## config.mk

```make
export PLATFORM = sky130hd
export DESIGN_NAME = sorted_timer_list_manager_flat
export DESIGN_NICKNAME = d
export VERILOG_FILES = /design/src/hdl/stlm_pkg.sv /design/src/hdl/stlm_if.sv /design/src/hdl/stlm_alu.sv /design/src/hdl/stlm_slot_store.sv /design/src/hdl/sorted_timer_list_manager.sv /design/src/flat_wrapper.sv
export SDC_FILE = /design/constraint.sdc
export NUM_CORES = 1
export LEC_CHECK = 0
export BUFFER_PORTS_ARGS = -buffer_cell sky130_fd_sc_hd__clkbuf_2
export CELL_PAD_IN_SITES_DETAIL_PLACEMENT = 2
export CELL_PAD_IN_SITES_GLOBAL_PLACEMENT = 2
export CORE_UTILIZATION = 25
export CTS_CLUSTER_SIZE = 40
export DETAILED_ROUTE_END_ITERATION = 12
export GPL_TIMING_DRIVEN = 1
export PLACE_DENSITY = 0.57
export SYNTH_ARGS = -nofsm -noshare
export SYNTH_HDL_FRONTEND = slang
export SYNTH_SLANG_ARGS = --single-unit
```

## constraint.sdc

```tcl
create_clock -name clk -period 7.2 [get_ports clk]
set_input_delay 1.44 -clock clk [delete_from_list [all_inputs] [get_ports clk]]
set_output_delay 1.44 -clock clk [all_outputs]
set_load 0.01 [all_outputs]
```

## src/hdl/stlm_pkg.sv

```systemverilog
// ----------------------------------------------------------------------------
// stlm_pkg
// Types and constants shared by the sorted timer list manager.
// ----------------------------------------------------------------------------
package stlm_pkg;

  localparam int unsigned SLOT_W = 4;

  localparam logic [31:0] SENTINEL_DEADLINE = 32'hffff_ffff;

  localparam logic [1:0] SLOT_FREE      = 2'd0;
  localparam logic [1:0] SLOT_ALLOCATED = 2'd1;
  localparam logic [1:0] SLOT_RUNNING   = 2'd2;

  localparam logic [2:0] OP_TICK  = 3'd0;
  localparam logic [2:0] OP_ALLOC = 3'd1;
  localparam logic [2:0] OP_BIND  = 3'd2;
  localparam logic [2:0] OP_ARM   = 3'd3;
  localparam logic [2:0] OP_FREE  = 3'd4;

  localparam logic [1:0] KIND_EXPIRY = 2'd0;
  localparam logic [1:0] KIND_TASK   = 2'd1;
  localparam logic [1:0] KIND_ALLOC  = 2'd2;
  localparam logic [1:0] KIND_STATUS = 2'd3;

  // Write and read controls from the sequencer to the slot store.
  typedef struct packed {
    logic              link_we;
    logic [SLOT_W-1:0] link_wa;
    logic [SLOT_W-1:0] link_wd;
    logic              link2_we;
    logic [SLOT_W-1:0] link2_wa;
    logic [SLOT_W-1:0] link2_wd;
    logic              dl_we;
    logic [SLOT_W-1:0] dl_wa;
    logic [31:0]       dl_wd;
    logic              bind_we;
    logic [SLOT_W-1:0] bind_wa;
    logic [7:0]        bind_sink;
    logic [7:0]        bind_payload;
    logic              st_we;
    logic [SLOT_W-1:0] st_wa;
    logic [1:0]        st_wd;
    logic [SLOT_W-1:0] rd_idx;
  } store_ctl_t;

endpackage

```

## src/hdl/stlm_if.sv

```systemverilog
// ----------------------------------------------------------------------------
// stlm_cmd_if / stlm_res_if
// Valid/ready channels for command requests and result requests.
// ----------------------------------------------------------------------------
interface stlm_cmd_if;
  logic        valid;
  logic        ready;
  logic [2:0]  op;
  logic [3:0]  timer_slot;
  logic [31:0] delay;
  logic [7:0]  sink_id;
  logic [7:0]  payload;

  modport source (output valid, op, timer_slot, delay, sink_id, payload, input ready);
  modport sink   (input valid, op, timer_slot, delay, sink_id, payload, output ready);
endinterface

interface stlm_res_if;
  logic       valid;
  logic       ready;
  logic [1:0] kind;
  logic [3:0] slot_out;
  logic [7:0] sink_out;
  logic [7:0] payload_out;
  logic       ok;
  logic       last;

  modport source (output valid, kind, slot_out, sink_out, payload_out, ok, last,
                  input ready);
  modport sink   (input valid, kind, slot_out, sink_out, payload_out, ok, last,
                  output ready);
endinterface

```

## src/hdl/stlm_alu.sv

```systemverilog
// ----------------------------------------------------------------------------
// stlm_alu
// Shared 32-bit adder and less-or-equal comparator used by the tick and arm steps.
// ----------------------------------------------------------------------------
module stlm_alu (
  input  logic [31:0] a,
  input  logic [31:0] b,
  output logic [32:0] sum,
  output logic        le
);
  assign sum = {1'b0, a} + {1'b0, b};
  assign le  = (a <= b);
endmodule

```

## src/hdl/stlm_slot_store.sv

```systemverilog
// ----------------------------------------------------------------------------
// stlm_slot_store
// Per-slot deadline, link, sink, payload and state registers.
// ----------------------------------------------------------------------------
module stlm_slot_store #(
  parameter int LIM = 16
) (
  input  logic                  clk,
  input  logic                  rst_n,
  input  stlm_pkg::store_ctl_t  ctl,
  output logic [31:0]           rd_deadline,
  output logic [3:0]            rd_link,
  output logic [7:0]            rd_sink,
  output logic [7:0]            rd_payload,
  output logic [LIM-1:0][1:0]   slot_state
);
  localparam int IW = $clog2(LIM);

  logic [31:0] deadline_r [LIM];
  logic [3:0]  link_r     [LIM];
  logic [7:0]  sink_r     [LIM];
  logic [7:0]  payload_r  [LIM];
  logic [LIM-1:0][1:0] state_r;

  always_ff @(posedge clk) begin
    if (ctl.dl_we) begin
      deadline_r[ctl.dl_wa[IW-1:0]] <= ctl.dl_wd;
    end
    if (ctl.link_we) begin
      link_r[ctl.link_wa[IW-1:0]] <= ctl.link_wd;
    end
    if (ctl.link2_we) begin
      link_r[ctl.link2_wa[IW-1:0]] <= ctl.link2_wd;
    end
    if (ctl.bind_we) begin
      sink_r[ctl.bind_wa[IW-1:0]]    <= ctl.bind_sink;
      payload_r[ctl.bind_wa[IW-1:0]] <= ctl.bind_payload;
    end
  end

  // Slot 0 is the sentinel and is never armed, so its deadline is fixed.
  always_ff @(posedge clk) begin
    if (!rst_n) begin
      for (int i = 0; i < LIM; i++) begin
        state_r[i] <= (i == 0) ? stlm_pkg::SLOT_RUNNING : stlm_pkg::SLOT_FREE;
      end
    end else if (ctl.st_we) begin
      state_r[ctl.st_wa[IW-1:0]] <= ctl.st_wd;
    end
  end

  assign rd_deadline = (ctl.rd_idx == '0) ? stlm_pkg::SENTINEL_DEADLINE
                                          : deadline_r[ctl.rd_idx[IW-1:0]];
  assign rd_link     = link_r[ctl.rd_idx[IW-1:0]];
  assign rd_sink     = sink_r[ctl.rd_idx[IW-1:0]];
  assign rd_payload  = payload_r[ctl.rd_idx[IW-1:0]];
  assign slot_state  = state_r;
endmodule

```

## src/hdl/sorted_timer_list_manager.sv

```systemverilog
// ----------------------------------------------------------------------------
// sorted_timer_list_manager
// One-shot timer pool kept as a deadline-sorted list, driven by commands.
// ----------------------------------------------------------------------------
// Channel    Dir   Handshake      Carries
// in_chan    in    valid/ready    op, timer_slot, delay, sink_id, payload
// out_chan   out   valid/ready    kind, slot_out, sink_out, payload_out, ok, last
// cfg_*      in    write enable   task_timer_slot
//
// Allocate, bind, free, unknown ops and arms of an out-of-range slot go straight
// to the result step; an arm of a slot that is not allocated fails after a state
// check. A successful arm walks the list to its place. A tick that expires timers
// walks the expired entries and delivers each, with any task switch result after
// the deliveries. The tick and arm steps use the one shared adder and comparator.
// Reset is synchronous; a stalled result register holds the sequencer.
// ----------------------------------------------------------------------------
module sorted_timer_list_manager #(
  parameter int TIMER_SLOTS = 16
) (
  input  logic       clk,
  input  logic       rst_n,
  stlm_cmd_if.sink   in_chan,
  stlm_res_if.source out_chan,
  input  logic       cfg_we,
  input  logic [3:0] cfg_wdata
);
  localparam int LIM = (TIMER_SLOTS < 16) ? TIMER_SLOTS : 16;
  localparam int IW  = $clog2(LIM);

  typedef enum logic [7:0] {
    S_IDLE  = 8'b0000_0001,
    S_TICK  = 8'b0000_0010,
    S_TCHK  = 8'b0000_0100,
    S_TWALK = 8'b0000_1000,
    S_TEND  = 8'b0001_0000,
    S_ARM0  = 8'b0010_0000,
    S_ARM1  = 8'b0100_0000,
    S_ONE   = 8'b1000_0000
  } seq_state_t;

  seq_state_t state_r, state_nxt;

  logic [2:0]  op_r, op_nxt;
  logic [3:0]  slot_r, slot_nxt;
  logic [31:0] delay_r, delay_nxt;
  logic [7:0]  sink_r, sink_nxt, pay_r, pay_nxt;
  logic [31:0] tick_r, tick_nxt, nd_r, nd_nxt, dl_r, dl_nxt;
  logic [3:0]  head_r, head_nxt, cur_r, cur_nxt, prev_r, prev_nxt;
  logic        first_r, first_nxt, ts_r, ts_nxt, ok_r, ok_nxt;
  logic        pend_v_r, pend_v_nxt;
  logic [3:0]  pend_slot_r, pend_slot_nxt;
  logic [7:0]  pend_sink_r, pend_sink_nxt, pend_pay_r, pend_pay_nxt;
  logic [3:0]  task_r;

  logic        out_valid_r, out_valid_nxt;
  logic [1:0]  out_kind_r, out_kind_nxt;
  logic [3:0]  out_slot_r, out_slot_nxt;
  logic [7:0]  out_sink_r, out_sink_nxt, out_pay_r, out_pay_nxt;
  logic        out_ok_r, out_ok_nxt, out_last_r, out_last_nxt;

  stlm_pkg::store_ctl_t ctl;
  logic [31:0] rd_deadline;
  logic [3:0]  rd_link;
  logic [7:0]  rd_sink, rd_payload;
  logic [LIM-1:0][1:0] slot_state;

  logic [31:0] alu_a, alu_b;
  logic [32:0] alu_sum;
  logic        alu_le;

  logic        in_acc, can_push, in_range, found;
  logic [3:0]  found_idx;
  logic [1:0]  cur_state;

  stlm_alu u_alu (.a(alu_a), .b(alu_b), .sum(alu_sum), .le(alu_le));

  stlm_slot_store #(.LIM(LIM)) u_store (
    .clk, .rst_n, .ctl, .rd_deadline, .rd_link, .rd_sink, .rd_payload, .slot_state
  );

  assign in_chan.ready = (state_r == S_IDLE);
  assign in_acc        = in_chan.valid && in_chan.ready;
  assign can_push      = !out_valid_r || out_chan.ready;
  assign in_range      = (32'(slot_r) < 32'(TIMER_SLOTS));
  assign cur_state     = slot_state[slot_r[IW-1:0]];

  always_comb begin
    found     = 1'b0;
    found_idx = '0;
    for (int i = LIM - 1; i >= 0; i--) begin
      if (slot_state[i] == stlm_pkg::SLOT_FREE) begin
        found     = 1'b1;
        found_idx = 4'(i);
      end
    end
  end

  always_comb begin
    alu_a = '0;
    alu_b = '0;
    case (state_r)
      S_TICK:  begin alu_a = tick_r;  alu_b = 32'd1;       end
      S_TCHK:  begin alu_a = nd_r;    alu_b = tick_r;      end
      S_TWALK: begin alu_a = rd_deadline; alu_b = tick_r;  end
      S_ARM0:  begin alu_a = delay_r; alu_b = tick_r;      end
      S_ARM1:  begin alu_a = dl_r;    alu_b = rd_deadline; end
      default: ;
    endcase
  end

  always_comb begin
    state_nxt     = state_r;
    op_nxt        = op_r;
    slot_nxt      = slot_r;
    delay_nxt     = delay_r;
    sink_nxt      = sink_r;
    pay_nxt       = pay_r;
    tick_nxt      = tick_r;
    nd_nxt        = nd_r;
    dl_nxt        = dl_r;
    head_nxt      = head_r;
    cur_nxt       = cur_r;
    prev_nxt      = prev_r;
    first_nxt     = first_r;
    ts_nxt        = ts_r;
    ok_nxt        = ok_r;
    pend_v_nxt    = pend_v_r;
    pend_slot_nxt = pend_slot_r;
    pend_sink_nxt = pend_sink_r;
    pend_pay_nxt  = pend_pay_r;

    out_valid_nxt = out_valid_r && !out_chan.ready;
    out_kind_nxt  = out_kind_r;
    out_slot_nxt  = out_slot_r;
    out_sink_nxt  = out_sink_r;
    out_pay_nxt   = out_pay_r;
    out_ok_nxt    = out_ok_r;
    out_last_nxt  = out_last_r;

    ctl        = '0;
    ctl.rd_idx = cur_r;

    case (state_r)
      S_IDLE: begin
        if (in_acc) begin
          op_nxt    = in_chan.op;
          slot_nxt  = in_chan.timer_slot;
          delay_nxt = in_chan.delay;
          sink_nxt  = in_chan.sink_id;
          pay_nxt   = in_chan.payload;
          case (in_chan.op)
            stlm_pkg::OP_TICK: state_nxt = S_TICK;
            stlm_pkg::OP_ARM: begin
              if (32'(in_chan.timer_slot) < 32'(TIMER_SLOTS)) begin
                state_nxt = S_ARM0;
              end else begin
                ok_nxt    = 1'b0;
                state_nxt = S_ONE;
              end
            end
            default: state_nxt = S_ONE;
          endcase
        end
      end

      S_TICK: begin
        // The counter stops one below the sentinel deadline.
        tick_nxt  = (alu_sum[31:0] == stlm_pkg::SENTINEL_DEADLINE) ? tick_r
                                                                   : alu_sum[31:0];
        state_nxt = S_TCHK;
      end

      S_TCHK: begin
        if (alu_le) begin
          cur_nxt   = head_r;
          ts_nxt    = 1'b0;
          state_nxt = S_TWALK;
        end else begin
          state_nxt = S_IDLE;
        end
      end

      S_TWALK: begin
        if (!alu_le) begin
          head_nxt  = cur_r;
          nd_nxt    = rd_deadline;
          state_nxt = S_TEND;
        end else if ((task_r != '0) && (cur_r == task_r)) begin
          ctl.st_we = 1'b1;
          ctl.st_wa = cur_r;
          ctl.st_wd = stlm_pkg::SLOT_ALLOCATED;
          ts_nxt    = 1'b1;
          cur_nxt   = rd_link;
        end else if (!pend_v_r || can_push) begin
          // A delivery is held in the pending register so the final one can carry last.
          ctl.st_we = 1'b1;
          ctl.st_wa = cur_r;
          ctl.st_wd = stlm_pkg::SLOT_ALLOCATED;
          if (pend_v_r) begin
            out_valid_nxt = 1'b1;
            out_kind_nxt  = stlm_pkg::KIND_EXPIRY;
            out_slot_nxt  = pend_slot_r;
            out_sink_nxt  = pend_sink_r;
            out_pay_nxt   = pend_pay_r;
            out_ok_nxt    = 1'b1;
            out_last_nxt  = 1'b0;
          end
          pend_v_nxt    = 1'b1;
          pend_slot_nxt = cur_r;
          pend_sink_nxt = rd_sink;
          pend_pay_nxt  = rd_payload;
          cur_nxt       = rd_link;
        end
      end

      S_TEND: begin
        if (can_push) begin
          out_valid_nxt = 1'b1;
          out_sink_nxt  = '0;
          out_pay_nxt   = '0;
          out_ok_nxt    = 1'b1;
          if (pend_v_r) begin
            out_kind_nxt = stlm_pkg::KIND_EXPIRY;
            out_slot_nxt = pend_slot_r;
            out_sink_nxt = pend_sink_r;
            out_pay_nxt  = pend_pay_r;
            out_last_nxt = !ts_r;
            pend_v_nxt   = 1'b0;
            if (!ts_r) begin
              state_nxt = S_IDLE;
            end
          end else begin
            out_kind_nxt = stlm_pkg::KIND_TASK;
            out_slot_nxt = task_r;
            out_last_nxt = 1'b1;
            ts_nxt       = 1'b0;
            state_nxt    = S_IDLE;
          end
        end
      end

      S_ARM0: begin
        if (cur_state != stlm_pkg::SLOT_ALLOCATED) begin
          ok_nxt    = 1'b0;
          state_nxt = S_ONE;
        end else begin
          dl_nxt     = alu_sum[32] ? stlm_pkg::SENTINEL_DEADLINE : alu_sum[31:0];
          ctl.dl_we  = 1'b1;
          ctl.dl_wa  = slot_r;
          ctl.dl_wd  = dl_nxt;
          ctl.st_we  = 1'b1;
          ctl.st_wa  = slot_r;
          ctl.st_wd  = stlm_pkg::SLOT_RUNNING;
          cur_nxt    = head_r;
          first_nxt  = 1'b1;
          ok_nxt     = 1'b1;
          state_nxt  = S_ARM1;
        end
      end

      S_ARM1: begin
        if (alu_le) begin
          ctl.link2_we = 1'b1;
          ctl.link2_wa = slot_r;
          ctl.link2_wd = cur_r;
          if (first_r) begin
            head_nxt = slot_r;
            nd_nxt   = dl_r;
          end else begin
            ctl.link_we = 1'b1;
            ctl.link_wa = prev_r;
            ctl.link_wd = slot_r;
          end
          state_nxt = S_ONE;
        end else begin
          prev_nxt  = cur_r;
          cur_nxt   = rd_link;
          first_nxt = 1'b0;
        end
      end

      S_ONE: begin
        if (can_push) begin
          out_valid_nxt = 1'b1;
          out_kind_nxt  = stlm_pkg::KIND_STATUS;
          out_slot_nxt  = slot_r;
          out_sink_nxt  = '0;
          out_pay_nxt   = '0;
          out_last_nxt  = 1'b1;
          out_ok_nxt    = 1'b0;
          case (op_r)
            stlm_pkg::OP_ALLOC: begin
              out_kind_nxt = stlm_pkg::KIND_ALLOC;
              out_slot_nxt = found ? found_idx : '0;
              out_ok_nxt   = found;
              ctl.st_we    = found;
              ctl.st_wa    = found_idx;
              ctl.st_wd    = stlm_pkg::SLOT_ALLOCATED;
            end
            stlm_pkg::OP_BIND: begin
              out_ok_nxt       = in_range;
              ctl.bind_we      = in_range;
              ctl.bind_wa      = slot_r;
              ctl.bind_sink    = sink_r;
              ctl.bind_payload = pay_r;
            end
            stlm_pkg::OP_ARM: out_ok_nxt = ok_r;
            stlm_pkg::OP_FREE: begin
              out_ok_nxt = in_range && (cur_state != stlm_pkg::SLOT_RUNNING);
              ctl.st_we  = out_ok_nxt;
              ctl.st_wa  = slot_r;
              ctl.st_wd  = stlm_pkg::SLOT_FREE;
            end
            default: out_ok_nxt = 1'b0;
          endcase
          state_nxt = S_IDLE;
        end
      end

      default: state_nxt = S_IDLE;
    endcase
  end

  always_ff @(posedge clk) begin
    if (!rst_n) begin
      state_r     <= S_IDLE;
      tick_r      <= '0;
      nd_r        <= stlm_pkg::SENTINEL_DEADLINE;
      head_r      <= '0;
      ts_r        <= 1'b0;
      pend_v_r    <= 1'b0;
      out_valid_r <= 1'b0;
      task_r      <= '0;
    end else begin
      state_r     <= state_nxt;
      tick_r      <= tick_nxt;
      nd_r        <= nd_nxt;
      head_r      <= head_nxt;
      ts_r        <= ts_nxt;
      pend_v_r    <= pend_v_nxt;
      out_valid_r <= out_valid_nxt;
      if (cfg_we) begin
        task_r <= cfg_wdata;
      end
    end
  end

  always_ff @(posedge clk) begin
    op_r        <= op_nxt;
    slot_r      <= slot_nxt;
    delay_r     <= delay_nxt;
    sink_r      <= sink_nxt;
    pay_r       <= pay_nxt;
    dl_r        <= dl_nxt;
    cur_r       <= cur_nxt;
    prev_r      <= prev_nxt;
    first_r     <= first_nxt;
    ok_r        <= ok_nxt;
    pend_slot_r <= pend_slot_nxt;
    pend_sink_r <= pend_sink_nxt;
    pend_pay_r  <= pend_pay_nxt;
    out_kind_r  <= out_kind_nxt;
    out_slot_r  <= out_slot_nxt;
    out_sink_r  <= out_sink_nxt;
    out_pay_r   <= out_pay_nxt;
    out_ok_r    <= out_ok_nxt;
    out_last_r  <= out_last_nxt;
  end

  assign out_chan.valid       = out_valid_r;
  assign out_chan.kind        = out_kind_r;
  assign out_chan.slot_out    = out_slot_r;
  assign out_chan.sink_out    = out_sink_r;
  assign out_chan.payload_out = out_pay_r;
  assign out_chan.ok          = out_ok_r;
  assign out_chan.last        = out_last_r;
endmodule

```

## src/flat_wrapper.sv

```systemverilog
// flat-port wrapper written by rule: the top's interface ports become plain ports
module sorted_timer_list_manager_flat 
#(
  parameter int TIMER_SLOTS = 16
)
  (clk, rst_n, cfg_we, cfg_wdata, in_chan_valid, in_chan_op, in_chan_timer_slot, in_chan_delay, in_chan_sink_id, in_chan_payload, in_chan_ready, out_chan_valid, out_chan_kind, out_chan_slot_out, out_chan_sink_out, out_chan_payload_out, out_chan_ok, out_chan_last, out_chan_ready);
  stlm_cmd_if in_chan_i ();
  stlm_res_if out_chan_i ();
  input  logic clk;
  input  logic rst_n;
  input  logic cfg_we;
  input  logic [3:0] cfg_wdata;
  input wire logic [$bits(in_chan_i.valid)-1:0] in_chan_valid;
  input wire logic [$bits(in_chan_i.op)-1:0] in_chan_op;
  input wire logic [$bits(in_chan_i.timer_slot)-1:0] in_chan_timer_slot;
  input wire logic [$bits(in_chan_i.delay)-1:0] in_chan_delay;
  input wire logic [$bits(in_chan_i.sink_id)-1:0] in_chan_sink_id;
  input wire logic [$bits(in_chan_i.payload)-1:0] in_chan_payload;
  output wire logic [$bits(in_chan_i.ready)-1:0] in_chan_ready;
  output wire logic [$bits(out_chan_i.valid)-1:0] out_chan_valid;
  output wire logic [$bits(out_chan_i.kind)-1:0] out_chan_kind;
  output wire logic [$bits(out_chan_i.slot_out)-1:0] out_chan_slot_out;
  output wire logic [$bits(out_chan_i.sink_out)-1:0] out_chan_sink_out;
  output wire logic [$bits(out_chan_i.payload_out)-1:0] out_chan_payload_out;
  output wire logic [$bits(out_chan_i.ok)-1:0] out_chan_ok;
  output wire logic [$bits(out_chan_i.last)-1:0] out_chan_last;
  input wire logic [$bits(out_chan_i.ready)-1:0] out_chan_ready;
  assign in_chan_i.valid = in_chan_valid;
  assign in_chan_i.op = in_chan_op;
  assign in_chan_i.timer_slot = in_chan_timer_slot;
  assign in_chan_i.delay = in_chan_delay;
  assign in_chan_i.sink_id = in_chan_sink_id;
  assign in_chan_i.payload = in_chan_payload;
  assign in_chan_ready = in_chan_i.ready;
  assign out_chan_valid = out_chan_i.valid;
  assign out_chan_kind = out_chan_i.kind;
  assign out_chan_slot_out = out_chan_i.slot_out;
  assign out_chan_sink_out = out_chan_i.sink_out;
  assign out_chan_payload_out = out_chan_i.payload_out;
  assign out_chan_ok = out_chan_i.ok;
  assign out_chan_last = out_chan_i.last;
  assign out_chan_i.ready = out_chan_ready;
  sorted_timer_list_manager #(.TIMER_SLOTS(TIMER_SLOTS)) u_core (.clk(clk), .rst_n(rst_n), .in_chan(in_chan_i), .out_chan(out_chan_i), .cfg_we(cfg_we), .cfg_wdata(cfg_wdata));
endmodule
```

# After elaboration in Yosys (flattened, before gate mapping)
# Memory sizes are Yosys's and may differ from the RTL's. A register that Yosys moved wholly into a read port is not among the register bits.
# Index checks and enable logic that the tools add are counted.
dict set report word_totals {
  regBits 240
  ramBits 832
  input_bits 64
  out_inout_bits 26
  word_cells 298
  n_memories 4
}
dict set report op_classes {
  addsub 1
  n_lt_le_gt_ge 4
  n_eq_ne 34
  mux 160
  bitwise 4
  reduce_logical 50
}
# memory depth width read_ports rd_ports_with_merged_regs wr line
set mem_list {}
lappend mem_list {u_core.u_store.deadline_r 16 32 1 1 1 stlm_slot_store.sv:19} ;# logic [31:0] deadline_r [LIM];
lappend mem_list {u_core.u_store.payload_r 16 8 1 1 1 stlm_slot_store.sv:22} ;# logic [7:0] payload_r [LIM];
lappend mem_list {u_core.u_store.sink_r 16 8 1 1 1 stlm_slot_store.sv:21} ;# logic [7:0] sink_r [LIM];
lappend mem_list {u_core.u_store.link_r 16 4 1 1 2 stlm_slot_store.sv:20} ;# logic [3:0] link_r [LIM];
# cell n
set op_table {}
lappend op_table {{8-bit two-way mux} 21}
lappend op_table {{32-bit two-way mux} 5}
lappend op_table {{32-bit case mux with 5 select lines} 1}
lappend op_table {{4-bit two-way mux} 36}
lappend op_table {{32-bit case mux with 3 select lines} 1}
lappend op_table {{37-bit two-way mux} 2}
lappend op_table {{32-bit case mux with 2 select lines} 1}
lappend op_table {{8-bit case mux with 8 select lines} 1}
lappend op_table {{1-bit two-way mux} 55}
lappend op_table {{8-bit case mux with 3 select lines} 2}
lappend op_table {{21-bit two-way mux} 2}
lappend op_table {{18-bit two-way mux} 2}
lappend op_table {{32-bit by 32-bit adder with 33-bit output} 1}
lappend op_table {{32-bit bitwise mux} 1}
lappend op_table {{32-bit == test (second input constant)} 1}
lappend op_table {{32-bit <= comparator} 1}
lappend op_table {{2-bit zero test} 16}
lappend op_table {{28-bit two-way mux} 1}
lappend op_table {{7-bit two-way mux} 4}
lappend op_table {{7-bit case mux with 3 select lines} 1}
lappend op_table {{2-bit by 1-bit != test with 1-bit output (second input constant)} 10}
lappend op_table {{2-bit two-way mux} 8}
lappend op_table {{4-bit case mux with 4 select lines} 1}
lappend op_table {{8-bit case mux with 2 select lines} 1}
lappend op_table {{other kinds (44)} 78}

# Longest topological paths before layout
dict set report depth {
  ltp_word 25
  depth_mapped 23
  mapped_depth_nobuf 20
}

# By module
# From an unflattened synthesis, not the netlist that was laid out.
dict set report hier_totals {
  hier_cells 3215
  hier_area_um2 47030.1
}
# mod n_inst cells_each area_per_inst_um2
set by_module_without_submodules {}
lappend by_module_without_submodules {stlm_slot_store 1 1822 33114.3}
lappend by_module_without_submodules {sorted_timer_list_manager 1 996 11138.2}
lappend by_module_without_submodules {stlm_alu 1 397 2777.7}

# Worst setup path before layout
# Ideal clock, no wire load.
dict set report synth_path {
  path_type {reg2reg}
  from {reg with a tool-made name}
  to {reg u_core.out_kind_r[0] (netlist: u_core.out_chan.kind[0]) (enable)}
  setup_ns 0.445
  t_arrival_ns 6.987
  required_time_ns 6.755
  path_slack_ns -0.233
  stages_incl_launch_ff 20
  path_buffers 5
  synth_period_minus_slack_ns 7.433
  cell_sequence {dfxtp_1 clkbuf_1 clkbuf_1 buf_1 mux4_2 mux4_2 nor2_1 o211ai_1 ha_1 clkbuf_1 a21o_1 a21oi_1 nor2_1 a211oi_1 o21ai_0 a221o_1 nand2_1 clkbuf_1 nand2_1 a221oi_1}
}
# item line
set synth_lines {}
lappend synth_lines {{end signal, assigned} sorted_timer_list_manager.sv:362} ;# out_kind_r <= out_kind_nxt;
lappend synth_lines {{end, declared} sorted_timer_list_manager.sv:56} ;# logic [1:0] out_kind_r, out_kind_nxt;

==> results.sh <==
export IMPL_drcViolationCount=16
export IMPL_yosysUniqueCellTypes=76
export IMPL_cts_sinks=1092
export IMPL_fin_setup_tns_ps=0
export IMPL_synth_top_area_frac=0.6161
export IMPL_placementRows=159
export IMPL_ys_async_sr_fraction=0
export IMPL_switchingPower_mw=3.144
export IMPL_synth_avg_cell_area_um2=14.94
export IMPL_use_met3=0.02036
export IMPL_ant_nets=0
export IMPL_intPower_mw=10.56
export IMPL_synth_seq_area_share=0.6664
export IMPL_crit_arrival_ps=7150
export IMPL_yosys_most_used_dff="edfxtp_1"
export IMPL_postCtsHoldBufs=0
export IMPL_drive_above_1_share=0.2136
export IMPL_grtUsageMet1=0.2262
export IMPL_crit_type="reg -> reg"
export IMPL_run_status="finished with violations"
export IMPL_drt_wl_total_um=158000
export IMPL_worst_pin_slew_ps=1313
export IMPL_cts_tree="built"
export IMPL_combPwrFrac=0.039
export IMPL_power_per_cell_area_mw_per_mm2=245.7
export IMPL_fp_dieH_um=437.5
export IMPL_die_x_um=437.5
export IMPL_synth_area_leaders="edfxtp_1 (62%), mux4_2 (11%), dfxtp_1 (5.0%), nand2_1 (2.2%), mux2i_1 (2.1%)"
export IMPL_setup_viol_count_final=0
export IMPL_hold_class="reg -> reg"
export IMPL_io_buffers=89
export IMPL_yosys_warnings=0
export IMPL_synth_area_mm2=0.04742
export IMPL_p_leak_nw=19.46
export IMPL_maxCapViolCount=0
export IMPL_path_max_fanout=31
export IMPL_wl_per_cell_um=26.55
export IMPL_clk_pin_slew_worst_paths_ps=60
export IMPL_fmax_ghz=0.1536
export IMPL_failed_checks="design-rule violations"
export IMPL_firstDrtPassIters=9
export IMPL_finalCriticalPeriod_ps=6512
export IMPL_rsz0062_at_grt="no"
export IMPL_grt_pass1_wl_um=229700
export IMPL_ys_seq_elements=1092
export IMPL_p_clk_frac=0.453
export IMPL_viasPerCell=4.910
export IMPL_place_congestion=0.8053
export IMPL_nNetsFinal=3475
export IMPL_relSlewSlack=0.1196
export IMPL_drv_slew=0
export IMPL_seqPwrFrac=0.508
export IMPL_num_vias=29230
export IMPL_fin_util=0.2967
export IMPL_dp_hpwl_um=100700
export IMPL_clockBufferDepth=3
export IMPL_syn_nets=3303
export IMPL_p_sw_frac=0.2295
export IMPL_insertion_delay_ps=780
export IMPL_yosys_area_top_type="edfxtp_1"
export IMPL_antenna_found_initial=10
export IMPL_finalHoldViolations=0
export IMPL_worst_ep_required_time_ps=7830
export IMPL_post_cts_buffers=0
export IMPL_hold_worst_slack_ps=479.9
export IMPL_grt_busiest_layer="met2"
export IMPL_drt_initial_drc_count=2210
export IMPL_core_mm2=0.1880
export IMPL_post_route_period_util=0.9044
export IMPL_synthCells=3174
export IMPL_critPathCaptureType="register"
export IMPL_cts_max_level=3
export IMPL_cts_inserted_buffers=121
export IMPL_synthToLayoutAreaGrowth_pct=17.61
export IMPL_synth_edf_count=973
export IMPL_dieArea_mm2=0.1914
export IMPL_grt_start_max_net_pins=68
export IMPL_post_cts_resized=0
export IMPL_track_usage=0.1636
export IMPL_initial_core_util=0.2522
export IMPL_grt_pass1_vias=31830
export IMPL_start_kind="register"
export IMPL_overflow=0
export IMPL_place_area_mm2=0.05178
export IMPL_ir_drop_uv=203.0
export IMPL_pin_count=90
export IMPL_clockRootBuffer="clkbuf_16"
export IMPL_design_area_mm2=0.05577
export IMPL_use_met2=0.2657
export IMPL_skew_ps=83.54
sequential cells by signal, summed over array words and instances (netlist names), 32 cells and up, named ones only:
name / count
u_core.delay_r: 32
u_core.dl_r: 32
u_core.nd_r: 32
u_core.tick_r: 32
u_core.u_store.deadline_r: 512
u_core.u_store.link_r: 64
u_core.u_store.payload_r: 128
u_core.u_store.sink_r: 128
u_core.u_store.slot_state: 32
power by group through the flow:
stage | Clock [mW] | Sequential, mW | Combinational (mW)
5_1_grt | 6.59 | 6.96 | 0.566
3_3_place_gp | 0 | 7.10 | 0.523
3_5_place_dp | 0 | 7.10 | 0.532
2_1_floorplan | 0 | 7.05 | 0.300
6_report | 6.21 | 6.96 | 0.529
4_1_cts | 6.38 | 6.97 | 0.535
kinds of logic after synthesis:
group / Yosys count / synth area share
adder cells (fa/ha/maj): 65 / 0.01731
AND/OR/NAND/NOR: 765 / 0.07264
multiplexers: 328 / 0.1280
flip-flops: 1092 / 0.6664
buffers and inverters: 276 / 0.02237
XOR/XNOR: 28 / 0.005171
AO/OA/AOI/OAI: 620 / 0.08815
Yosys cell counts, drive strengths merged, types with 6 or more instances:
library cell and number:
edfxtp 973, nand2 284, nor2 251, mux4 222, clkbuf 170, a21oi 149
dfxtp 119, o21ai 101, mux2i 100, a22oi 84, inv 74, o211ai 69
ha 64, a211oi 40, and2 39, o21a 32, nand3 30, nor3 30
buf 29, nor2b 26, nor4 24, xnor2 24, nand2b 19, a221oi 18
a31oi 15, o22ai 14, o31ai 14, or4 14, a21o 11, nand4 9
o221ai 9, a221o 8, nand3b 7, o21bai 7, or2 7, a21boi 6
mux2 6, nor3b 6
cells in the final DEF (no fill, tap or decap), types with 10 or more instances in the layout:
| cell | Yosys | final |
|---|---|---|
| edfxtp_1 | 973 | 973 |
| nand2_1 | 284 | 284 |
| nor2_1 | 251 | 234 |
| mux4_2 | 222 | 222 |
| buf_4 | 0 | 150 |
| a21oi_1 | 149 | 149 |
| clkbuf_16 | 0 | 121 |
| dfxtp_1 | 119 | 115 |
| mux2i_1 | 100 | 100 |
| o21ai_0 | 90 | 90 |
| clkbuf_2 | 0 | 88 |
| a22oi_1 | 84 | 84 |
| o211ai_1 | 69 | 69 |
| inv_1 | 71 | 68 |
| ha_1 | 64 | 64 |
| and2_1 | 39 | 38 |
| o21a_1 | 32 | 30 |
| a211oi_1 | 30 | 30 |
| nand3_1 | 30 | 30 |
| clkinv_1 | 3 | 28 |
| clkbuf_1 | 170 | 27 |
| nor2b_1 | 26 | 25 |
| xnor2_1 | 24 | 24 |
| clkinv_2 | 0 | 23 |
| nor4_1 | 24 | 20 |
| nand2b_1 | 19 | 19 |
| a221oi_1 | 18 | 17 |
| nor3_2 | 0 | 17 |
| a31oi_1 | 15 | 15 |
| o22ai_1 | 14 | 14 |
| o31ai_1 | 14 | 14 |
| or4_1 | 13 | 13 |
| nor3_1 | 30 | 13 |
| a21o_1 | 11 | 11 |
| o21ai_1 | 11 | 11 |
| nor2_2 | 0 | 10 |
| a211oi_2 | 10 | 10 |
| buf_12 | 0 | 10 |
cell type report:
| type | count | area (um2) |
|---|---|---|
| well taps | 2495 | 3122 |
| diodes | 7 | 17.52 |
| flip-flops and latches | 1092 | 31610 |
| clock inverters | 71 | 716.9 |
| repair buffers | 248 | 1767 |
| inverters | 77 | 290.3 |
| multi-input cells | 1806 | 14990 |
| fillers | 19440 | 132200 |
| clock buffers | 157 | 3253 |
worst max-delay path, stage by stage, from the launching register on:
cell,delay (ps)
dfxtp_4,450
buf_12,290
mux4_2,550
mux4_2,540
nor2_1,520
o211ai_1,240
ha_1,460
nor4_1,740
o31ai_1,340
a21o_1,280
xnor2_1,140
or4_1,520
or4_1,450
o21a_2,240
buf_4,240
a211oi_1,300
per-layer routing:
metal | routed length, um | vias up
li1 | - | 12790
met1 | 71850 | 15630
met2 | 74910 | 631
met3 | 6774 | 183
met4 | 4516 | 0
met5 | 0 | -
through the flow:
stage                     power (mW)  std cells  setup WS (ps)
after floorplan                7.345       3174          121.2
after global placement         7.625       5718          780.9
after detailed placement       7.632       5718          695.3
after CTS                      13.88       5946          683.9
after global routing           14.12       5950          335.4
final                          13.70       5953          688.0
path summary, 6_finish.rpt:
check                                         to  slack [ps]  depth (start not counted)                           start
setup / recovery  u_core.tick_r[17]$_SDFFE_PN0P_         690                         15                        register
setup reg to reg  u_core.tick_r[17]$_SDFFE_PN0P_         690                         15                        register
hold reg to reg   u_core.tick_r[21]$_SDFFE_PN0P_         480                          2  u_core.tick_r[21]$_SDFFE_PN0P_
hold / removal    u_core.tick_r[21]$_SDFFE_PN0P_         480                          2  u_core.tick_r[21]$_SDFFE_PN0P_
Power figures use the tool's default switching activity.
